===== src/design/mkpd_pkg.sv =====
// mkpd_pkg: shared types and constants of the press duration classifier
// no dependencies
`timescale 1ns / 1ps

package mkpd_pkg;

    // field widths
    localparam int POS_BITS   = 6;
    localparam int POS_REG_W  = 36;
    localparam int THR_W      = 32;
    localparam int STATUS_W   = 64;
    localparam int IN_TIME_W  = 32;
    localparam int KIND_W     = 2;
    localparam int SWNUM_W    = 3;
    localparam int CFG_DATA_W = 36;
    localparam int CFG_IDX_W  = 2;

    // event slots per switch in the queue entry
    localparam int EV_PER_SW  = 3;
    localparam int SLOT_SHORT = 0;
    localparam int SLOT_FIRST = 1;
    localparam int SLOT_HIGH  = 2;

    // event kinds
    localparam logic [KIND_W-1:0] KIND_SHORT  = 2'd0;
    localparam logic [KIND_W-1:0] KIND_FIRST  = 2'd1;
    localparam logic [KIND_W-1:0] KIND_SECOND = 2'd2;
    localparam logic [KIND_W-1:0] KIND_THIRD  = 2'd3;

    // configuration register indexes
    localparam logic [CFG_IDX_W-1:0] CFG_BIT_POSITIONS = 2'd0;
    localparam logic [CFG_IDX_W-1:0] CFG_FIRST_HOLD    = 2'd1;
    localparam logic [CFG_IDX_W-1:0] CFG_SECOND_HOLD   = 2'd2;
    localparam logic [CFG_IDX_W-1:0] CFG_THIRD_HOLD    = 2'd3;

    // configuration reset values
    localparam logic [POS_REG_W-1:0] RST_BIT_POSITIONS = 36'd5436612672;
    localparam logic [THR_W-1:0]     RST_FIRST_HOLD    = 32'd5000;
    localparam logic [THR_W-1:0]     RST_SECOND_HOLD   = 32'd10000;
    localparam logic [THR_W-1:0]     RST_THIRD_HOLD    = 32'd15000;

    typedef struct packed {
        logic [POS_REG_W-1:0] bit_positions;
        logic [THR_W-1:0]     first_hold_ms;
        logic [THR_W-1:0]     second_hold_ms;
        logic [THR_W-1:0]     third_hold_ms;
    } t_cfg;

endpackage


===== src/design/mkpd_front.sv =====
// mkpd_front: per switch press tracking and threshold checks for one scan
// depends on mkpd_pkg
`timescale 1ns / 1ps

module mkpd_front #(
    parameter int NUM_SWITCHES = 6,
    parameter int TIME_WIDTH   = 32
) (
    input  logic                                         i_clk,
    input  logic                                         i_rst_n,
    input  mkpd_pkg::t_cfg                               i_cfg,
    input  logic                                         i_accept,
    input  logic [mkpd_pkg::STATUS_W-1:0]                i_raw_status,
    input  logic [mkpd_pkg::IN_TIME_W-1:0]               i_time_ms,
    output logic [NUM_SWITCHES*mkpd_pkg::EV_PER_SW-1:0]  o_events
);

    localparam int CMP_W = (TIME_WIDTH > mkpd_pkg::THR_W) ? TIME_WIDTH : mkpd_pkg::THR_W;

    logic [TIME_WIDTH-1:0] w_now;

    // current time reduced to the tracking width
    assign w_now = TIME_WIDTH'(i_time_ms);

    for (genvar s = 0; s < NUM_SWITCHES; s++) begin : g_sw
        logic [mkpd_pkg::POS_BITS-1:0] w_pos;
        logic                          w_touched;
        logic                          w_press;
        logic                          w_release;
        logic                          w_hold;
        logic [TIME_WIDTH-1:0]         w_held;
        logic                          w_fire1;
        logic                          w_fire2;
        logic                          w_fire3;
        logic                          r_was_pressed;
        logic [TIME_WIDTH-1:0]         r_press_start;
        logic                          r_first_fired;
        logic                          r_second_fired;
        logic                          r_third_fired;

        // status bit position, fields above the register read as zero
        if ((s + 1) * mkpd_pkg::POS_BITS <= mkpd_pkg::POS_REG_W) begin : g_pos
            assign w_pos = i_cfg.bit_positions[s*mkpd_pkg::POS_BITS +: mkpd_pkg::POS_BITS];
        end else begin : g_pos_zero
            assign w_pos = '0;
        end

        assign w_touched = i_raw_status[w_pos];
        assign w_press   = w_touched & ~r_was_pressed;
        assign w_release = ~w_touched & r_was_pressed;
        assign w_hold    = w_touched & r_was_pressed;

        // elapsed time and threshold checks
        assign w_held  = w_now - r_press_start;
        assign w_fire1 = w_hold & ~r_first_fired
                       & (CMP_W'(w_held) >= CMP_W'(i_cfg.first_hold_ms));
        assign w_fire2 = w_hold & ~r_second_fired
                       & (CMP_W'(w_held) >= CMP_W'(i_cfg.second_hold_ms));
        assign w_fire3 = w_hold & ~r_third_fired
                       & (CMP_W'(w_held) >= CMP_W'(i_cfg.third_hold_ms));

        // reported events of this switch
        assign o_events[s*mkpd_pkg::EV_PER_SW + mkpd_pkg::SLOT_SHORT] =
            w_release & ~(r_first_fired | r_second_fired | r_third_fired);
        assign o_events[s*mkpd_pkg::EV_PER_SW + mkpd_pkg::SLOT_FIRST] = w_fire1;
        assign o_events[s*mkpd_pkg::EV_PER_SW + mkpd_pkg::SLOT_HIGH]  =
            (s == 0) ? w_fire3 : w_fire2;

        // press state update
        always_ff @(posedge i_clk) begin
            if (!i_rst_n) begin
                r_was_pressed  <= 1'b0;
                r_press_start  <= '0;
                r_first_fired  <= 1'b0;
                r_second_fired <= 1'b0;
                r_third_fired  <= 1'b0;
            end else if (i_accept) begin
                r_was_pressed <= w_touched;
                if (w_press) begin
                    r_press_start  <= w_now;
                    r_first_fired  <= 1'b0;
                    r_second_fired <= 1'b0;
                    r_third_fired  <= 1'b0;
                end else begin
                    r_first_fired  <= r_first_fired  | w_fire1;
                    r_second_fired <= r_second_fired | w_fire2;
                    r_third_fired  <= r_third_fired  | w_fire3;
                end
            end
        end
    end

endmodule


===== src/design/mkpd_queue.sv =====
// mkpd_queue: small fifo of per scan event masks between front and back
// no dependencies
`timescale 1ns / 1ps

module mkpd_queue #(
    parameter int WIDTH = 18,
    parameter int DEPTH = 2
) (
    input  logic             i_clk,
    input  logic             i_rst_n,
    input  logic             i_push,
    input  logic [WIDTH-1:0] i_data,
    input  logic             i_pop,
    output logic [WIDTH-1:0] o_data,
    output logic             o_full,
    output logic             o_empty
);

    localparam int PTR_W = (DEPTH > 1) ? $clog2(DEPTH) : 1;
    localparam int CNT_W = $clog2(DEPTH + 1);

    logic [WIDTH-1:0] r_mem [DEPTH];
    logic [PTR_W-1:0] r_wr_ptr;
    logic [PTR_W-1:0] r_rd_ptr;
    logic [CNT_W-1:0] r_count;
    logic             w_push;
    logic             w_pop;

    assign o_full  = (r_count == CNT_W'(DEPTH));
    assign o_empty = (r_count == '0);
    assign w_push  = i_push & ~o_full;
    assign w_pop   = i_pop & ~o_empty;
    assign o_data  = r_mem[r_rd_ptr];

    // storage
    always_ff @(posedge i_clk) begin
        if (w_push) begin
            r_mem[r_wr_ptr] <= i_data;
        end
    end

    // pointers and fill count
    always_ff @(posedge i_clk) begin
        if (!i_rst_n) begin
            r_wr_ptr <= '0;
            r_rd_ptr <= '0;
            r_count  <= '0;
        end else begin
            if (w_push) begin
                r_wr_ptr <= (r_wr_ptr == PTR_W'(DEPTH - 1)) ? '0 : r_wr_ptr + 1'b1;
            end
            if (w_pop) begin
                r_rd_ptr <= (r_rd_ptr == PTR_W'(DEPTH - 1)) ? '0 : r_rd_ptr + 1'b1;
            end
            if (w_push && !w_pop) begin
                r_count <= r_count + 1'b1;
            end else if (w_pop && !w_push) begin
                r_count <= r_count - 1'b1;
            end
        end
    end

endmodule


===== src/design/mkpd_back.sv =====
// mkpd_back: turns one queued event mask into events, one per cycle while i_out_ready is high
// depends on mkpd_pkg
`timescale 1ns / 1ps

module mkpd_back #(
    parameter int NUM_SWITCHES = 6
) (
    input  logic                                         i_clk,
    input  logic                                         i_rst_n,
    input  logic                                         i_q_empty,
    input  logic [NUM_SWITCHES*mkpd_pkg::EV_PER_SW-1:0]  i_q_data,
    output logic                                         o_q_pop,
    output logic                                         o_out_valid,
    input  logic                                         i_out_ready,
    output logic [mkpd_pkg::KIND_W-1:0]                  o_event_kind,
    output logic [mkpd_pkg::SWNUM_W-1:0]                 o_switch_number,
    output logic                                         o_last_event
);

    localparam int W = NUM_SWITCHES * mkpd_pkg::EV_PER_SW;

    logic [W-1:0]                 r_pend;
    logic [W-1:0]                 w_low;
    logic [mkpd_pkg::SWNUM_W-1:0] w_sel_sw;
    logic [1:0]                   w_sel_slot;
    logic                         w_fire;
    logic                         w_done;

    // lowest pending event in switch order
    assign w_low = r_pend & (~r_pend + 1'b1);

    always_comb begin
        w_sel_sw   = '0;
        w_sel_slot = '0;
        for (int s = NUM_SWITCHES - 1; s >= 0; s--) begin
            for (int k = mkpd_pkg::EV_PER_SW - 1; k >= 0; k--) begin
                if (r_pend[s*mkpd_pkg::EV_PER_SW + k]) begin
                    w_sel_sw   = mkpd_pkg::SWNUM_W'(s);
                    w_sel_slot = 2'(k);
                end
            end
        end
    end

    // event fields
    always_comb begin
        case (w_sel_slot)
            2'(mkpd_pkg::SLOT_SHORT): o_event_kind = mkpd_pkg::KIND_SHORT;
            2'(mkpd_pkg::SLOT_FIRST): o_event_kind = mkpd_pkg::KIND_FIRST;
            2'(mkpd_pkg::SLOT_HIGH):  o_event_kind = (w_sel_sw == '0) ? mkpd_pkg::KIND_THIRD
                                                                      : mkpd_pkg::KIND_SECOND;
            default:                  o_event_kind = mkpd_pkg::KIND_SHORT;
        endcase
    end

    assign o_switch_number = w_sel_sw + 1'b1;
    assign o_last_event    = ((r_pend & ~w_low) == '0);
    assign o_out_valid     = |r_pend;

    // load the next mask once the current one is drained
    assign w_fire  = o_out_valid & i_out_ready;
    assign w_done  = ~o_out_valid | (w_fire & o_last_event);
    assign o_q_pop = w_done & ~i_q_empty;

    always_ff @(posedge i_clk) begin
        if (!i_rst_n) begin
            r_pend <= '0;
        end else if (o_q_pop) begin
            r_pend <= i_q_data;
        end else if (w_fire) begin
            r_pend <= r_pend & ~w_low;
        end
    end

endmodule


===== src/design/multi_key_press_duration_classifier_core.sv =====
// multi_key_press_duration_classifier_core: top level of the press classifier
// depends on mkpd_pkg, mkpd_front, mkpd_queue, mkpd_back
`timescale 1ns / 1ps

// Classifies presses of up to NUM_SWITCHES touch switches from a stream of scan
// transactions. A scan is taken whenever the two-entry event queue has room; the
// front updates all switch states in that cycle and queues the scan's events as
// one mask, scans without events queue nothing. The back hands out one event per
// cycle while i_out_ready is high, in switch order, with o_last_event on the final
// event of a scan; a scan with n events takes n transfers (up to 12 at six switches)
// and further scans are taken while earlier events drain. Configuration writes are
// registered; the user must write them only while idle, the block does not check.
module multi_key_press_duration_classifier_core #(
    parameter int NUM_SWITCHES = 6,
    parameter int TIME_WIDTH   = 32
) (
    input  logic                              i_clk,
    input  logic                              i_rst_n,
    input  logic                              i_cfg_we,
    input  logic [mkpd_pkg::CFG_IDX_W-1:0]    i_cfg_index,
    input  logic [mkpd_pkg::CFG_DATA_W-1:0]   i_cfg_data,
    input  logic                              i_in_valid,
    output logic                              o_in_ready,
    input  logic [mkpd_pkg::STATUS_W-1:0]     i_raw_status,
    input  logic [mkpd_pkg::IN_TIME_W-1:0]    i_time_ms,
    output logic                              o_out_valid,
    input  logic                              i_out_ready,
    output logic [mkpd_pkg::KIND_W-1:0]       o_event_kind,
    output logic [mkpd_pkg::SWNUM_W-1:0]      o_switch_number,
    output logic                              o_last_event
);

    localparam int EV_W = NUM_SWITCHES * mkpd_pkg::EV_PER_SW;

    mkpd_pkg::t_cfg r_cfg;
    logic           w_accept;
    logic [EV_W-1:0] w_events;
    logic            w_push;
    logic [EV_W-1:0] w_q_data;
    logic            w_q_full;
    logic            w_q_empty;
    logic            w_q_pop;

    // configuration registers
    always_ff @(posedge i_clk) begin
        if (!i_rst_n) begin
            r_cfg.bit_positions  <= mkpd_pkg::RST_BIT_POSITIONS;
            r_cfg.first_hold_ms  <= mkpd_pkg::RST_FIRST_HOLD;
            r_cfg.second_hold_ms <= mkpd_pkg::RST_SECOND_HOLD;
            r_cfg.third_hold_ms  <= mkpd_pkg::RST_THIRD_HOLD;
        end else if (i_cfg_we) begin
            case (i_cfg_index)
                mkpd_pkg::CFG_BIT_POSITIONS: r_cfg.bit_positions <=
                    i_cfg_data[mkpd_pkg::POS_REG_W-1:0];
                mkpd_pkg::CFG_FIRST_HOLD:    r_cfg.first_hold_ms <=
                    i_cfg_data[mkpd_pkg::THR_W-1:0];
                mkpd_pkg::CFG_SECOND_HOLD:   r_cfg.second_hold_ms <=
                    i_cfg_data[mkpd_pkg::THR_W-1:0];
                mkpd_pkg::CFG_THIRD_HOLD:    r_cfg.third_hold_ms <=
                    i_cfg_data[mkpd_pkg::THR_W-1:0];
                default: ;
            endcase
        end
    end

    // scan transaction accepted while the queue has room
    assign o_in_ready = ~w_q_full;
    assign w_accept   = i_in_valid & o_in_ready;
    assign w_push     = w_accept & (|w_events);

    mkpd_front #(
        .NUM_SWITCHES (NUM_SWITCHES),
        .TIME_WIDTH   (TIME_WIDTH)
    ) u_front (
        .i_clk        (i_clk),
        .i_rst_n      (i_rst_n),
        .i_cfg        (r_cfg),
        .i_accept     (w_accept),
        .i_raw_status (i_raw_status),
        .i_time_ms    (i_time_ms),
        .o_events     (w_events)
    );

    mkpd_queue #(
        .WIDTH (EV_W),
        .DEPTH (2)
    ) u_queue (
        .i_clk   (i_clk),
        .i_rst_n (i_rst_n),
        .i_push  (w_push),
        .i_data  (w_events),
        .i_pop   (w_q_pop),
        .o_data  (w_q_data),
        .o_full  (w_q_full),
        .o_empty (w_q_empty)
    );

    mkpd_back #(
        .NUM_SWITCHES (NUM_SWITCHES)
    ) u_back (
        .i_clk           (i_clk),
        .i_rst_n         (i_rst_n),
        .i_q_empty       (w_q_empty),
        .i_q_data        (w_q_data),
        .o_q_pop         (w_q_pop),
        .o_out_valid     (o_out_valid),
        .i_out_ready     (i_out_ready),
        .o_event_kind    (o_event_kind),
        .o_switch_number (o_switch_number),
        .o_last_event    (o_last_event)
    );

    // checks
    a_third_only_switch1: assert property (@(posedge i_clk) disable iff (!i_rst_n)
        (o_out_valid && o_event_kind == mkpd_pkg::KIND_THIRD) |-> (o_switch_number == 3'd1))
        else $error("third long press reported for a switch other than 1");

    a_switch_in_range: assert property (@(posedge i_clk) disable iff (!i_rst_n)
        (o_out_valid && NUM_SWITCHES < 8) |->
        (o_switch_number >= 3'd1 && o_switch_number <= 3'(NUM_SWITCHES)))
        else $error("switch number out of range");

    a_no_output_after_reset: assert property (@(posedge i_clk)
        !i_rst_n |=> !o_out_valid)
        else $error("event presented right after reset");

    a_push_has_room: assert property (@(posedge i_clk) disable iff (!i_rst_n)
        w_push |-> !w_q_full)
        else $error("event mask queued while the queue is full");

endmodule


===== config.mk =====
export PLATFORM = sky130hd
export DESIGN_NAME = multi_key_press_duration_classifier_core
export DESIGN_NICKNAME = d
export VERILOG_FILES = /design/src/design/mkpd_pkg.sv /design/src/design/mkpd_front.sv /design/src/design/mkpd_queue.sv /design/src/design/mkpd_back.sv /design/src/design/multi_key_press_duration_classifier_core.sv
export SDC_FILE = /design/constraint.sdc
export NUM_CORES = 2
export LEC_CHECK = 0
export ABC_CLOCK_PERIOD_IN_PS = 11850
export BUFFER_PORTS_ARGS = -buffer_cell sky130_fd_sc_hd__clkbuf_2
export CAP_MARGIN = 20
export CORE_UTILIZATION = 41
export CTS_BUF_LIST = sky130_fd_sc_hd__clkbuf_4 sky130_fd_sc_hd__clkbuf_8
export DETAILED_ROUTE_END_ITERATION = 10
export PLACE_DENSITY = 0.57
export SYNTH_ARGS = -nofsm -noshare
export SYNTH_HDL_FRONTEND = slang
export SYNTH_SLANG_ARGS = --single-unit

===== constraint.sdc =====
create_clock -name i_clk -period 11.85 [get_ports i_clk]
set_clock_uncertainty 0.15 [all_clocks]
set_input_delay 1.7775 -clock i_clk [delete_from_list [all_inputs] [get_ports i_clk]]
set_output_delay 1.7775 -clock i_clk [all_outputs]
set_load 0.02 [all_outputs]

# == Word-level counts from Yosys, hierarchy flattened ==
# Memory sizes are Yosys's and may differ from the RTL's. A register that Yosys moved wholly into a read port is not among the register bits.
# Cells that the tools add are included.
# totals
input_bits,139
mem_bits_rw,36
n_memories,1
output_inout_bits,8
register_bits,370
latch_bits,0
mem_bits_ro,0
wordCells,322
# memory_table
name,words,word_bits,rd,rd_clocked_by_memory_dff,wr,line_no,text
u_queue.r_mem,2,18,1,1,1,mkpd_queue.sv:22,logic [WIDTH-1:0] r_mem [DEPTH];
# op_classes
div_mod_pow,0
shifts,0
muxes,78
n_eq_ne,6
reduce_logical,22
n_bitwise,141
order_cmp,24
mul,0
addsub,12
# op_table
cell,n
greater-or-equal comparator 32 bit,18
subtractor 32 bit,6
AND 1 bit,67
two-way mux 3 bit,18
< comparator 6 x 7 -> 1 bit (second input constant),6
two-way mux 2 bit,20
inverter 1 bit,39
AND 18 bit,2
binary-select mux 1 bit (select 6 bit),6
two-way mux 18 bit,2
inverter 18 bit,2
OR reduction 18 bit,2
two-way mux 1 bit,31
bitwise OR 1 bit,31
AND reduction 2 bit,10
adder 18 x 1 -> 18 bit (second input constant),1
zero test 18 bit,1
== test 2 bit (second input constant),4
== test 2 x 1 -> 1 bit (second input constant),2
zero test 2 bit,2
one-hot mux 2 bit (2 select lines),1
nonzero test 2 bit,2
adder 3 x 1 -> 3 bit (second input constant),1
zero test 3 bit,1
5 further kinds,8

# == Logic depth before layout (Yosys ltp) ==
# depth
ltp_word,21
depth_mapped,28
mapped_depth_nobuf,28

# == By module ==
# A second synthesis with hierarchy kept.
# hier_totals
hier_cells,4740
area_unflattened_um2,40846.7
# modules_own_cells
mod,seq_area_each_um2,cells_each,instances,area_each_um2
mkpd_front,4324.1,3877,1,32882.8
multi_key_press_duration_classifier_core,2642.5,586,1,4942.2
mkpd_queue,1181.1,81,1,1530.2
mkpd_back,360.3,196,1,1491.4

# == Least setup slack after synthesis ==
# Ideal clock, no wire load.
# synth_timing
path_type,input to register
from,input i_time_ms[1] (netlist name)
to,register u_queue.r_count[1]
path_buffers,0
arrival_ps,7037
t_required_ps,11630
stages,24
setup_ps,70
slack_ps,4593
cell_sequence,ha_1 nor2b_1 o31a_1 o41a_1 o41a_1 o21a_1 a211oi_1 nor2_1 a21o_1 a21oi_1 xnor2_1 ha_1 a21o_1 a21o_1 a211o_1 o211ai_1 a21oi_1 a211oi_1 o211ai_4 nor4_4 a31oi_4 ha_1 or3_1 a21oi_1
# synth_between
elab_chain_len,9
elab_cells_between_ends,38
classes_between,add/sub (6); order compare (12); mux (1); bitwise (14); reduce/logical (5)
# synth_rtl
element,line_no,text
"start, declared",multi_key_press_duration_classifier_core.sv:25,"input logic [mkpd_pkg::IN_TIME_W-1:0] i_time_ms,"
subtractor 32 bit,mkpd_front.sv:54,assign w_held = w_now - r_press_start;
greater-or-equal comparator 32 bit (on tied branches),"mkpd_front.sv:58, mkpd_front.sv:56, mkpd_front.sv:60",
AND 1 bit (on tied branches),"mkpd_front.sv:58, mkpd_front.sv:56, mkpd_front.sv:60",
OR reduction 18 bit (*),multi_key_press_duration_classifier_core.sv:69,assign w_push = w_accept & (|w_events);
AND 1 bit (*),multi_key_press_duration_classifier_core.sv:69,
AND 1 bit (*),mkpd_queue.sv:31,assign w_push = i_push & ~o_full;
named net u_queue.w_push,mkpd_queue.sv:26,logic w_push;
zero test 1 bit,mkpd_queue.sv:57,end else if (w_pop && !w_push) begin
logical AND 1 bit,mkpd_queue.sv:57,
nonzero test 2 bit (no line),-,
"end signal, assigned",mkpd_queue.sv:56,r_count <= r_count + 1'b1;
"end signal, assigned",mkpd_queue.sv:58,r_count <= r_count - 1'b1;
"end, declared",mkpd_queue.sv:25,logic [CNT_W-1:0] r_count;
# The timed path passes the listed nets; every way through them passes the cells marked *.
# A chain may end at the register's enable or synchronous reset.

# == Final worst setup path ==
# layout_timing
from,input i_time_ms[0] (netlist name)
to,memory u_queue.r_mem[1][12] (enable)
# layout_between
elab_chain_len,8
elab_cells_between_ends,35
classes_between,add/sub (6); order compare (12); mux (2); bitwise (14); reduce/logical (1)
# layout_rtl
element,line_no,text
subtractor 32 bit,mkpd_front.sv:54,
greater-or-equal comparator 32 bit,mkpd_front.sv:58,& (CMP_W'(w_held) >= CMP_W'(i_cfg.second_hold_ms));
AND 1 bit,mkpd_front.sv:58,
named net u_front.g_sw[3].w_fire2,mkpd_front.sv:33,logic w_fire2;
OR reduction 18 bit,multi_key_press_duration_classifier_core.sv:69,
AND 1 bit,multi_key_press_duration_classifier_core.sv:69,
AND 1 bit,mkpd_queue.sv:31,
named net u_queue.w_push,mkpd_queue.sv:26,
two-way mux 1 bit,mkpd_queue.sv:37,if (w_push) begin
two-way mux 1 bit (not written as such),mkpd_queue.sv:38,r_mem[r_wr_ptr] <= i_data;
"end, declared",mkpd_queue.sv:22,
# The timed path passes the listed nets, and every way through them passes these cells.

==> reports/metrics.yaml <==
sta:
  drv_slew: 0
  clock.fmax_mhz: 117
  maxSlewHeadroom_pct: 23.6
  finalCriticalPeriod_ns: 8.53
  finalHoldViolCount: 0
  final.setup.tns_ns: 0
  rsz0062_at_grt: "no"
  final.period_utilization_pct: 72.0
  setup_viol: 0
  tightest_slew_ns: 1.13
global_routing:
  grt_start_max_net_pins: 93
  grt_util_all_layers_pct: 28.4
  antenna_found_initial: 3
  grt.overflow.total: 0
  grt_pass1_wl_um: 215000
  grt_pass1_vias: 34500
placement:
  dp.cells: 6089
  io_buffers: 146
  place.gp.congestion: 1.00
  placed_area_um2: 42100
  dp.final_hpwl_um: 114000
floorplan:
  die_h_um: 315
  core-area_um2: 96900
  fp-row-count: 114
  die_w_um: 315
  die_area_um2: 99200
  initial_utilization_pct: 41.5
  io_pins: 147
worst_hold_path:
  min_path_cells: 2
  min_from: "u_front.g_sw[3].r_press_start[21]$_SDFFE_PN0P_"
  min_path_type: "reg2reg"
  min_to: "u_front.g_sw[3].r_press_start[21]$_SDFFE_PN0P_"
worst_setup_path:
  critPathRequiredTime_ns: 12.05
  ff2ff_setup_slack_ns: 4.40
  critPathLaunchType: "input port"
  critPathTopFamily: "compound AO/OA/AOI/OAI gates"
  cp_slowest_cell: "a2111oi_1"
  critPathMaxFanout: 18
  max_stage_delay_ns: 0.79
  path_class: "in2reg"
  r2r_start: "u_front.g_sw[3].r_press_start[0]$_SDFFE_PN0P_"
  critPathArrivalTime_ns: 8.74
  cp_num_buf_inv: 3
  timing.rr.end: "u_queue.r_mem[1][12]$_DFFE_PP_"
  ff2ff_path_depth: 21
  end_kind: "flip-flop"
  cp_cell_sequence: "clkbuf_2 -> inv_1 -> ha_1 -> inv_1 -> fa_1 -> a211o_1 -> a211oi_1 -> o2111ai_1 -> nand3_1 -> a31oi_1 -> nand2_1 -> a21boi_0 -> o41ai_1 -> o21ai_0 -> xor2_1 -> ha_1 -> nand4_1 -> nor3_1 -> o221ai_1 -> a2111oi_1 -> and4b_4 -> a31oi_4 -> and2_1"
logic_synthesis:
  synth.net_count: 5696
  async_reset_ff_share_pct: 0
  netlist_instances: 4783
  synth_most_common_cell: "ha_1"
  yosysSeqAreaShare_pct: 21.2
  synth_area_leader_cell: "ha_1"
  synthFlopType: "dfxtp_1"
  synth_top_area_share_pct: 23.9
  synth_area_leaders: "ha_1 (24%), dfxtp_1 (18%), a21oi_1 (5.7%), mux2i_1 (5.6%), nand2_1 (4.6%)"
  yosysWarnings: 0
  synth_seq_cells: 407
  syn_area_per_cell_um2: 8.40
  synth.cell_area_um2: 40200
  synth_edf_count: 36
  synth.top_cells.by_count: "ha_1 (768), nand2_1 (493), a21oi_1 (459)"
  synth_cell_types: 100
final_layout:
  drive_gt1_share_pct: 8.81
  fillers: 9563
  final_area_um2: 43900
  layout.cells.non_filler: 6235
  syn2layout_area_growth_pct: 9.23
  fin_nets: 5810
  fin_util_pct: 45.3
flow_run:
  cap_violations: 0
clocking:
  clk_latency_ns: 0.76
  root_buffer: "clkbuf_8"
  postCtsHoldBufs: 0
  numCtsBuffers: 79
  cts_buffer_depth: 3
  cts_max_level: 3
  cts_tree: "built"
  cts_setup_buffers: 0
  clkSinkCount: 407
  cts_resized: 0
  cts.clk_slew.worst_paths_ns: 0.06
drt:
  vias: 36800
  via_per_inst: 5.90
  first_iter_violations: 3082
  wl_um: 143000
  wl_per_cell_um: 23.0
  dr.pass1.iters: 9
  post-route-drc-count: 10
  ant_nets: 0
status:
  violations: "DRC"
  status: "complete, but fails checks"
power_and_ir_drop:
  p_leak_nw: 18.0
  finalPower_mw: 6.96
  powerDensity_nw_per_um2: 159
  ir_worst_vdd_v: 0.000218
-- how the worst max path moves through the flow --
stage               cells past startpoint          from                               to  slack [ns]
global route                           23  i_time_ms[0]   u_queue.r_mem[1][12]$_DFFE_PP_        2.84
detailed placement                     23  i_time_ms[0]   u_queue.r_mem[1][12]$_DFFE_PP_        2.80
CTS                                    23  i_time_ms[0]   u_queue.r_mem[1][12]$_DFFE_PP_        3.54
finish                                 23  i_time_ms[0]   u_queue.r_mem[1][12]$_DFFE_PP_        3.32
floorplan                              24  i_time_ms[1]  u_queue.r_count[1]$_SDFFE_PN0P_        4.59
global placement                       20  i_time_ms[1]   u_queue.r_mem[1][12]$_DFFE_PP_        2.68
-- worst min-delay path, stage by stage (launching register included) --
cell,delay (ns)
dfxtp_1,0.30
nand2_1,0.05
a21oi_1,0.05
-- stage by stage --
step	setup slack (ns)	hold slack (ns)
floorplan	4.59	0.278
global placement	2.68	0.292
detailed placement	2.80	0.296
CTS	3.54	0.304
global route	2.84	0.317
finish	3.32	0.303
-- kinds of logic (layout without fill, tap and decap cells) --
group,Yosys count,after routing,synth area share [%]
compound gates,1224,1224,19.3
xor+xnor,166,166,3.62
fa+ha+maj,776,776,24.3
buf+inv,500,675,4.93
flops,407,407,21.2
mux,312,312,10.4
other cells,0,1,0
simple gates,1398,1398,16.2
-- state kept, by name, indices dropped and copies added, names as in the netlist, named ones only --
signal / cells
r_cfg: 132
u_back.r_pend: 18
u_front.g_sw.r_first_fired: 6
u_front.g_sw.r_press_start: 192
u_front.g_sw.r_second_fired: 6
u_front.g_sw.r_third_fired: 6
u_front.g_sw.r_was_pressed: 6
u_queue.r_count: 2
u_queue.r_mem: 36
u_queue.r_rd_ptr: 1
u_queue.r_wr_ptr: 1
-- layout make-up --
cell class	instances	area (um^2)	share of cell area, %
timing repair buffer	178	1010	2.30
antenna	1	2.50	0.00570
clock buffer	123	1520	3.47
inverter	355	1340	3.05
clock inverter	19	166	0.379
sequential	407	8510	19.4
multi-input combinational	3876	29700	67.7
tap	1276	1600	3.64
-- per-layer routing --
layer / wire length, um / GRT usage, % / vias up / share of wire (%)
met5: 13 / 0 / - / 0.0091
met4: 4250 / 8.84 / 2 / 3.0
met3: 8480 / 3.55 / 216 / 5.9
met2: 64200 / 45.7 / 1194 / 45
met1: 66300 / 39.3 / 17700 / 46
li1: - / - / 17700 / -
-- cells in the final DEF, fill, tap and decap left out, drive strengths merged, types with 13 or more instances in the layout --
cell / instances
a2111oi: 21
a211oi: 56
a21o: 161
a21oi: 460
a221oi: 13
a22oi: 14
a31oi: 24
and2: 18
and3: 30
buf: 30
clkbuf: 270
clkinv: 13
dfxtp: 371
edfxtp: 36
ha: 768
inv: 358
mux2i: 225
mux4: 83
nand2: 494
nand2b: 55
nand3: 80
nand4: 81
nor2: 387
nor2b: 75
nor3: 71
nor4: 17
o211ai: 57
o21a: 51
o21ai: 203
o21bai: 30
o31ai: 14
or2: 14
or3: 24
xnor2: 109
xor2: 57
-- power breakdown --
group / internal, mW / switching, mW / leakage (nW)
Combinational: 1.46 / 2.29 / 13.7
Sequential: 1.54 / 0.129 / 3.36
Clock: 0.847 / 0.692 / 0.901
Note: power is estimated with default switching activity, not from simulation.
